**config.mk**
```make
export PLATFORM = sky130hd
export DESIGN_NAME = mcct_ctrl
export DESIGN_NICKNAME = d
export VERILOG_FILES = /design/src/hdl/mcct_pkg.sv /design/src/hdl/mcct_ctrl.sv
export SDC_FILE = /design/constraint.sdc
export NUM_CORES = 1
export LEC_CHECK = 0
export BUFFER_PORTS_ARGS = -buffer_cell sky130_fd_sc_hd__buf_2
export CORE_AREA = 2 2 39 41
export DETAILED_ROUTE_END_ITERATION = 16
export DIE_AREA = 0 0 41 43
export GPL_TIMING_DRIVEN = 0
export PLACE_DENSITY = 0.65
export SYNTH_ARGS = -nofsm -noshare
export SYNTH_HDL_FRONTEND = slang
export SYNTH_SLANG_ARGS = --single-unit
```
**constraint.sdc**
```tcl
create_clock -name clk -period 3.05 [get_ports clk]
set_clock_uncertainty 0.2 [all_clocks]
set_input_delay 0.305 -clock clk [delete_from_list [all_inputs] [get_ports clk]]
set_output_delay 0.305 -clock clk [all_outputs]
set_load 0.005 [all_outputs]
```
**src/hdl/mcct_pkg.sv**
```systemverilog
package mcct_pkg;

  localparam int MAX_WIDTH   = 1024;
  localparam int MAX_HEIGHT  = 1024;
  localparam int WINDOW_HALF = 7;
  localparam int STORE_ROWS  = 2 * WINDOW_HALF;
  localparam int ENTRIES     = 4;

  localparam int COL_W   = $clog2(MAX_WIDTH);
  localparam int ROW_W   = $clog2(MAX_HEIGHT);
  localparam int SIZE_W  = COL_W + 1;
  localparam int CNT_W   = 8;
  localparam int RAD_W   = 8;
  localparam int SLOT_W  = $clog2(STORE_ROWS);
  localparam int WIN_W   = $clog2(STORE_ROWS + 1);
  localparam int IDX_W   = $clog2(ENTRIES);
  localparam int RANK_W  = 2;
  localparam int KEY_W   = 16;
  localparam int ADDR_W  = 4;
  localparam int DATA_W  = 32;

  localparam int RECIP_SH = 16;
  localparam int RECIP    = (1 << RECIP_SH) / STORE_ROWS;

  localparam logic [CNT_W-1:0]        MIN_START     = CNT_W'(4 * WINDOW_HALF * WINDOW_HALF);
  localparam logic signed [KEY_W-1:0] KEY_MIN_START = KEY_W'(10000);
  localparam logic [RANK_W-1:0]       RANK_FIRST    = RANK_W'(0);
  localparam logic [RANK_W-1:0]       RANK_X_MINUS_Y = RANK_W'(1);
  localparam logic [RANK_W-1:0]       RANK_Y_MINUS_X = RANK_W'(3);
  localparam logic [RANK_W-1:0]       RANK_LAST     = RANK_W'(ENTRIES - 1);

  typedef enum logic [1:0] {
    REG_FRAME_WIDTH,
    REG_FRAME_HEIGHT,
    REG_BLACK_THRESHOLD,
    REG_MERGE_RADIUS
  } reg_idx_t;

  typedef enum logic [3:0] {
    S_IDLE,
    S_WRITE,
    S_CHECK,
    S_JSTART,
    S_JREAD,
    S_JDRAIN,
    S_JUPD,
    S_PICK,
    S_OUT
  } state_t;

  typedef struct packed {
    logic accept;
    logic write;
    logic jstart;
    logic jissue;
    logic update;
    logic pick;
    logic rank_next;
    logic clear;
  } cmd_t;

  typedef struct packed {
    logic job_valid;
    logic frame_end;
    logic issue_last;
    logic rank_last;
  } sts_t;

  function automatic logic [SLOT_W-1:0] row_slot(input logic [ROW_W-1:0] r);
    logic [ROW_W+RECIP_SH-1:0] prod;
    logic [ROW_W-1:0]          q;
    logic [ROW_W-1:0]          rem;
    prod = (ROW_W+RECIP_SH)'(r) * (ROW_W+RECIP_SH)'(RECIP);
    q    = prod[ROW_W+RECIP_SH-1:RECIP_SH];
    rem  = r - ROW_W'(q * ROW_W'(STORE_ROWS));
    if (rem >= ROW_W'(STORE_ROWS)) begin
      rem = rem - ROW_W'(STORE_ROWS);
    end
    return SLOT_W'(rem);
  endfunction

  function automatic logic [SLOT_W-1:0] wrap_slot(input logic [SLOT_W+1:0] v);
    logic [SLOT_W+1:0] t;
    t = v;
    if (t >= (SLOT_W+2)'(STORE_ROWS)) begin
      t = t - (SLOT_W+2)'(STORE_ROWS);
    end
    if (t >= (SLOT_W+2)'(STORE_ROWS)) begin
      t = t - (SLOT_W+2)'(STORE_ROWS);
    end
    return SLOT_W'(t);
  endfunction

endpackage

```
**src/hdl/mcct_ctrl.sv**
```systemverilog
module mcct_ctrl (
  input  logic          clk,
  input  logic          rst_n,
  input  logic          in_valid,
  output logic          in_ready,
  output logic          out_valid,
  input  logic          out_ready,
  input  mcct_pkg::sts_t sts,
  output mcct_pkg::cmd_t cmd
);
  import mcct_pkg::*;

  state_t state_r;
  state_t state_nxt;

  always_ff @(posedge clk) begin
    if (!rst_n) begin
      state_r <= S_IDLE;
    end else begin
      state_r <= state_nxt;
    end
  end

  always_comb begin
    state_nxt = state_r;
    cmd       = '0;
    in_ready  = 1'b0;
    out_valid = 1'b0;
    unique case (state_r)
      S_IDLE: begin
        in_ready = 1'b1;
        if (in_valid) begin
          cmd.accept = 1'b1;
          state_nxt  = S_WRITE;
        end
      end
      S_WRITE: begin
        cmd.write = 1'b1;
        state_nxt = S_CHECK;
      end
      S_CHECK: begin
        priority if (sts.job_valid) begin
          state_nxt = S_JSTART;
        end else if (sts.frame_end) begin
          state_nxt = S_PICK;
        end else begin
          state_nxt = S_IDLE;
        end
      end
      S_JSTART: begin
        cmd.jstart = 1'b1;
        state_nxt  = S_JREAD;
      end
      S_JREAD: begin
        cmd.jissue = 1'b1;
        if (sts.issue_last) begin
          state_nxt = S_JDRAIN;
        end
      end
      S_JDRAIN: begin
        state_nxt = S_JUPD;
      end
      S_JUPD: begin
        cmd.update = 1'b1;
        state_nxt  = S_CHECK;
      end
      S_PICK: begin
        cmd.pick  = 1'b1;
        state_nxt = S_OUT;
      end
      S_OUT: begin
        out_valid = 1'b1;
        if (out_ready) begin
          if (sts.rank_last) begin
            cmd.clear = 1'b1;
            state_nxt = S_IDLE;
          end else begin
            cmd.rank_next = 1'b1;
            state_nxt     = S_PICK;
          end
        end
      end
      default: begin
        state_nxt = S_IDLE;
      end
    endcase
  end

endmodule

```
==> results.tsv, run 1 <==
stage	metric	value	unit
setup_path	crit_path_max_fanout	10	
detailed_routing	drt-initial-drc-count	8	
timing	rsz0062_at_grt	false	
setup_path	worst-path-stages	5	
setup_path	cp_cell_sequence	buf_2 > or4b_4 > inv_2 > and3_1 > buf_2	
floorplanning	fp.dieW	41	um
clocking	cts_htree_levels	1	
pwr	powerDensity	377	nW/um2
setup_path	required	2.54	ns
cells_and_area	diodes	0	
setup_path	start_kind	flop	
synth	synth.net_count	58	
pwr	sw_frac_of_total	31.9	%
synth	synthArstFlopShare	0	%
placement	gp_congestion	0.753	
timing	final_max_slew_viol_count	0	
pwr	pwr-share-seq	31.5	%
run	drv_cap	0	
synth	ys_seq_area_share	21.8	%
floorplanning	fp-row-count	14	
synth	yosysWarnings	0	
synth	synth_edf_count	0	
setup_path	reg2regPathDepth	5	
pwr	power_frac_comb	31.7	%
clocking	clkTransAtPathRegs	0.04	ns
detailed_routing	drc	0	
cells_and_area	biggestRegsByFlops	state_r: 4 flops	
floorplanning	die_h	43	um
detailed_routing	via_count	404	
setup_path	path_buf_inv	3	
detailed_routing	ant_nets	0	
floorplanning	start_util	26.6	%
floorplanning	ioPinCount	18	
global_route	grt.overflow.total	0	
timing	period_minus_slack	2.06	ns
setup_path	cp_slowest_cell	or4b_4	
synth	synth_cell_types	26	
synth	avgSynthCellArea	7.36	um2
cells_and_area	regMostFlops	state_r	
clocking	cts_max_path_buffers	2	
detailed_routing	wirelength	851	um
timing	final.setup.tns	0	ns
worst_hold_path	hp-class	in2reg	
synth	synth_top_area_share	21.8	%
clocking	cts_resized	0	
clocking	clockRootBuffer	clkbuf_4	
detailed_routing	post_drt_wl_per_cell	9.90	um
pwr	max-vdd-ir-drop	0.277	mV
pwr	switchingPower	0.0597	mW
synth	ys_top_cells_by_count	nor2_1, nor3_1, dfxtp_1	
setup_path	worstSetupPathType	reg2out	
synth	yosysMostFrequentCell	nor2_1	
synth	yosysTopAreaCell	dfxtp_1	
global_route	grt_pass1_wl	1280	um
cells_and_area	syn2layout_area_growth	34.7	%
floorplanning	die-area	1760	um2
synth	syn_inst	50	
placement	io_buffer_count	17	
placement	dp_hpwl	679	um
cells_and_area	largest_register_ffs	4	
pwr	leakage	0.233	nW
global_route	antenna_found_initial	0	
detailed_routing	firstDrtPassIters	4	
cells_and_area	fin_cells	86	
timing	tightest_slew	0.427	ns
synth	synth_area_leaders	dfxtp_1, nor3_1, nor2_1	
clocking	numCtsBuffers	3	
global_route	grt_max_degree	11	
outcome	status	complete, no violations	
clocking	clock-sinks	4	
placement	dp_cells	83	
cells_and_area	final_nets	80	
synth	synth.cell_area	368	um2
setup_path	cp_slowest_stage_delay	0.52	ns
setup_path	worstSetupEndpointType	output pin	
setup_path	cp_common_cell	buf_2	
worst_hold_path	min_delay_path_depth	2	
timing	min_period_over_period	67.5	%
pwr	p_int	0.127	mW
timing	fmax	0.486	GHz
setup_path	critical-path-top-delay-family	simple AND/OR/NAND/NOR gates	
floorplanning	floorplan.core_area	1380	um2
synth	synth_ff_type	dfxtp_1	
global_route	grt_usage	11.0	%
clocking	cts_tree	built	
cells_and_area	final_layout_size_suffix_gt1_share	41.4	%
pwr	pwr-share-clk	36.8	%
clocking	worstSkewPairLatency	0.24	ns
clocking	cts_setup_buffers	0	
timing	hold_viol_final	0	
setup_path	critical_path_arrival	1.55	ns
detailed_routing	via_per_inst	4.70	
synth	ys_ff_latch	4	
clocking	hold_buffers	0	
timing	worst_slew_margin_rel	71.3	%
global_route	grt_pass1_vias	324	
timing	setup_viol	0	
-- layout make-up --
cell class / instances / area, um2
inverter: 3 / 11.3
sequential: 4 / 80.1
multi-input combinational: 39 / 241
buffer: 4 / 35.0
clock buffer: 3 / 22.5
tap: 16 / 20.0
timing repair buffer: 17 / 85.1
fill: 159 / 888
-- layer usage --
layer | wire length [um] | track usage [%]
met1 | 391 | 13.9
met3 | 62 | 7.85
met2 | 398 | 15.0
met4 | 0 | 2.00
met5 | 0 | 0
-- metrics by stage --
stage	util (%)	worst slack (ns)	hold WS, ns	power (mW)	instance area, um2
finish	35.8	0.991	0.103	0.187	495
detailed placement	34.2	1.25	0.356	0.120	473
CTS	35.8	0.987	0.105	0.189	495
global placement	34.2	1.26	0.354	0.119	473
global route	35.8	0.924	0.117	0.202	495
floorplan	-	1.35	0.222	0.0984	368
-- power groups by stage --
stage / Sequential, mW / Clock (mW) / Combinational (mW)
after floorplan: 0.0592 / 0 / 0.0392
after detailed placement: 0.0597 / 0 / 0.0599
final: 0.0588 / 0.0688 / 0.0592
after global placement: 0.0596 / 0 / 0.0590
after global routing: 0.0590 / 0.0762 / 0.0664
after CTS: 0.0588 / 0.0707 / 0.0599
-- worst paths after layout --
check	start	to	slack (ns)
worst min-delay path	rst_n	state_r[3]	0.10
worst max-delay path	state_r[0]	cmd[0]	0.99
worst max register to register	state_r[0]	state_r[0]	1.52
worst min register to register	state_r[1]	state_r[0]	0.47
-- logic make-up after synthesis --
group | synth area share, %
AOI/OAI and AO/OA | 15.0
buffers and inverters | 12.6
DFF | 21.8
and+or+nand+nor | 50.7
-- layout by cell type, fill, tap and decap left out, types with 2 or more instances in the layout --
cell / n
buf_2: 18
nand3b_1: 2
or2b_1: 2
nand2b_1: 3
o21ai_0: 2
clkbuf_4: 3
nor3_1: 7
inv_1: 2
dfxtp_1: 4
nor2_1: 9
buf_6: 2
Power figures use the tool's default switching activity.
==> run 2, diff against run 1 <==
Clock period 3.05 ns to 1.94 ns, I/O delays scaled along.
==> results.tsv, run 2 (synthesis results as in run 1) <==
stage	metric	value	unit	change
timing	final_max_slew_viol_count	0		unchanged
clocking	cts_max_path_buffers	2		unchanged
global_route	grt.overflow.total	0		unchanged
setup_path	crit_path_start	state_r[1]		
floorplanning	fp-row-count	14		unchanged
setup_path	reg2reg_to	state_r[2]		
setup_path	critical_path_arrival	1.49	ns	-0.06 ns
cells_and_area	regMostFlops	state_r		
clocking	worstSkewPairLatency	0.24	ns	about the same
detailed_routing	drc	0		unchanged
timing	tightest_slew	0.416	ns	-0.0107 ns
pwr	power_frac_comb	34.6	%	+2.9 points
pwr	leakage	0.261	nW	+12%
global_route	grt_usage	11.1	%	+0.10 points
floorplanning	die_h	43	um	unchanged
setup_path	r2r_slack	0.43	ns	-1.09 ns
detailed_routing	drt-initial-drc-count	7		-1
clocking	cts_tree	built		
detailed_routing	via_count	420		+4.0%
cells_and_area	biggestRegsByFlops	state_r: 4 flops		
pwr	total_power	0.311	mW	+67%
worst_hold_path	hp-class	in2reg		
placement	io_buffer_count	17		unchanged
pwr	pwr-share-seq	30.8	%	-0.7 points
setup_path	required	1.55	ns	-0.99 ns
timing	period_minus_slack	1.88	ns	
detailed_routing	via_per_inst	4.62		-1.8%
pwr	powerDensity	569	nW/um2	+51%
timing	setup_viol	0		unchanged
pwr	switchingPower	0.0968	mW	+62%
global_route	grt_max_degree	11		unchanged
floorplanning	start_util	26.6	%	unchanged
pwr	sw_frac_of_total	31.1	%	-0.84 points
global_route	antenna_found_initial	0		unchanged
floorplanning	ioPinCount	18		unchanged
cells_and_area	fill_cells	155		-2.5%
cells_and_area	final_nets	85		+6.3%
setup_path	start_kind	flop		
setup_path	worstSetupPathType	reg2out		
timing	min_period_over_period	97.0	%	
timing	hold-worst-slack	0.0587	ns	-0.0443 ns
cells_and_area	layout_commonest_cell	buf_2		
outcome	status	complete, no violations		
setup_path	reg2regPathDepth	4		-1
pwr	max-vdd-ir-drop	0.439	mV	+58%
setup_path	r2r_start	state_r[2]		
pwr	pwr-share-clk	34.6	%	-2.2 points
clocking	clkTransAtPathRegs	0.04	ns	about the same
floorplanning	fp.dieW	41	um	unchanged
setup_path	cp-endpoint	cmd[0]		
floorplanning	floorplan.core_area	1380	um2	unchanged
placement	gp_congestion	0.753		unchanged
global_route	grt_pass1_vias	327		+0.93%
clocking	cts_htree_levels	1		unchanged
timing	fmax	0.531	GHz	
cells_and_area	final_layout_size_suffix_gt1_share	46.7	%	+5.2 points
cells_and_area	layout_common_cells	buf_2, nor2_1, nor3_1		
cells_and_area	diodes	0		unchanged
placement	dp_hpwl	679	um	unchanged
pwr	p_int	0.214	mW	+69%
run	drv_cap	0		unchanged
floorplanning	die-area	1760	um2	unchanged
cells_and_area	syn2layout_area_growth	48.6	%	
cells_and_area	seqCellArea	85.1	um2	+6.2%
clocking	numCtsBuffers	3		unchanged
clocking	clock-sinks	4		unchanged
global_route	grt_pass1_wl	1300	um	+1.1%
timing	hold_viol_final	0		unchanged
clocking	clockRootBuffer	clkbuf_4		
timing	rsz0062_at_grt	true		
cells_and_area	multiInputGateArea	241	um2	unchanged
cells_and_area	largest_register_ffs	4		unchanged
detailed_routing	firstDrtPassIters	4		unchanged
detailed_routing	wirelength	899	um	+5.6%
detailed_routing	post_drt_wl_per_cell	9.88	um	-0.16%
detailed_routing	ant_nets	0		unchanged
setup_path	worstSetupEndpointType	output pin		
timing	worst_slew_margin_rel	72.0	%	+0.72 points
setup_path	crit_path_max_fanout	5		-5
==> run 2: changes by cell type in the layout (fill, tap and decap cells not counted) <==
cell | previous run | this run
buf_4 | 1 | 5
dfxtp_1 | 4 | 2
buf_2 | 18 | 17
buf_6 | 2 | 3
dfxtp_2 | 0 | 1
dfxtp_4 | 0 | 1
dlygate4sd3_1 | 0 | 1
==> run 2: power by group through the flow <==
stage / Clock [mW] / Sequential (mW) / Combinational [mW]
after floorplan: 0 / 0.0930 / 0.0617
after global placement: 0 / 0.0936 / 0.0928
after detailed placement: 0 / 0.0939 / 0.0942
after CTS: 0.111 / 0.0927 / 0.0973
after global routing: 0.120 / 0.0967 / 0.119
final: 0.108 / 0.0958 / 0.108
==> run 2: layout make-up <==
cell class	count	share of cell area, %
timing repair buffer	23	24.3
inverter	3	2.06
buffer	3	6.18
sequential	4	15.6
multi-input combinational	39	44.2
clock buffer	3	4.12
tap	16	3.66
==> run 2: stage by stage <==
step           area [um2]  utilization [%]  cells  worst slack, ns  setup TNS, ns
5_1_grt               547             39.5     91         -0.00742       -0.00742
2_1_floorplan         368                -     50            0.350              0
3_3_place_gp          473             34.2     83            0.257              0
4_1_cts               508             36.7     87          0.00330              0
3_5_place_dp          473             34.2     83            0.248              0
6_report              547             39.5     91           0.0580              0
==> run 2: what timing repair did <==
item	in CTS	in global routing
hold buffers	1	0
pin swaps	0	1
endpoints found under the setup margin	1	2
setup buffers	0	5
resized for setup	1	4
endpoints found under the hold margin	1	0
==> run 2: worst max-delay path, cell delays in order (launching register included) <==
cell,delay [ns]
dfxtp_1,0.30
buf_6,0.12
or4b_4,0.53
inv_2,0.07
and3_1,0.14
buf_2,0.10
==> run 2: per-layer routing <==
layer,global-route usage [%],wire [um]
met5,0,0
met1,14.2,427
met3,7.85,59
met2,15.0,411
met4,2.00,0
==> run 2: how the worst min path moves through the flow <==
stage | depth (start not counted) | slack [ns] | end | startpoint
after floorplan | 1 | 0.11 | state_r[3] | rst_n
after global placement | 2 | 0.24 | state_r[3] | rst_n
after detailed placement | 2 | 0.25 | state_r[3] | rst_n
after CTS | 3 | 0.05 | state_r[2] | sts[1]
after global routing | 3 | 0.06 | state_r[2] | sts[1]
final | 3 | 0.06 | state_r[2] | sts[1]
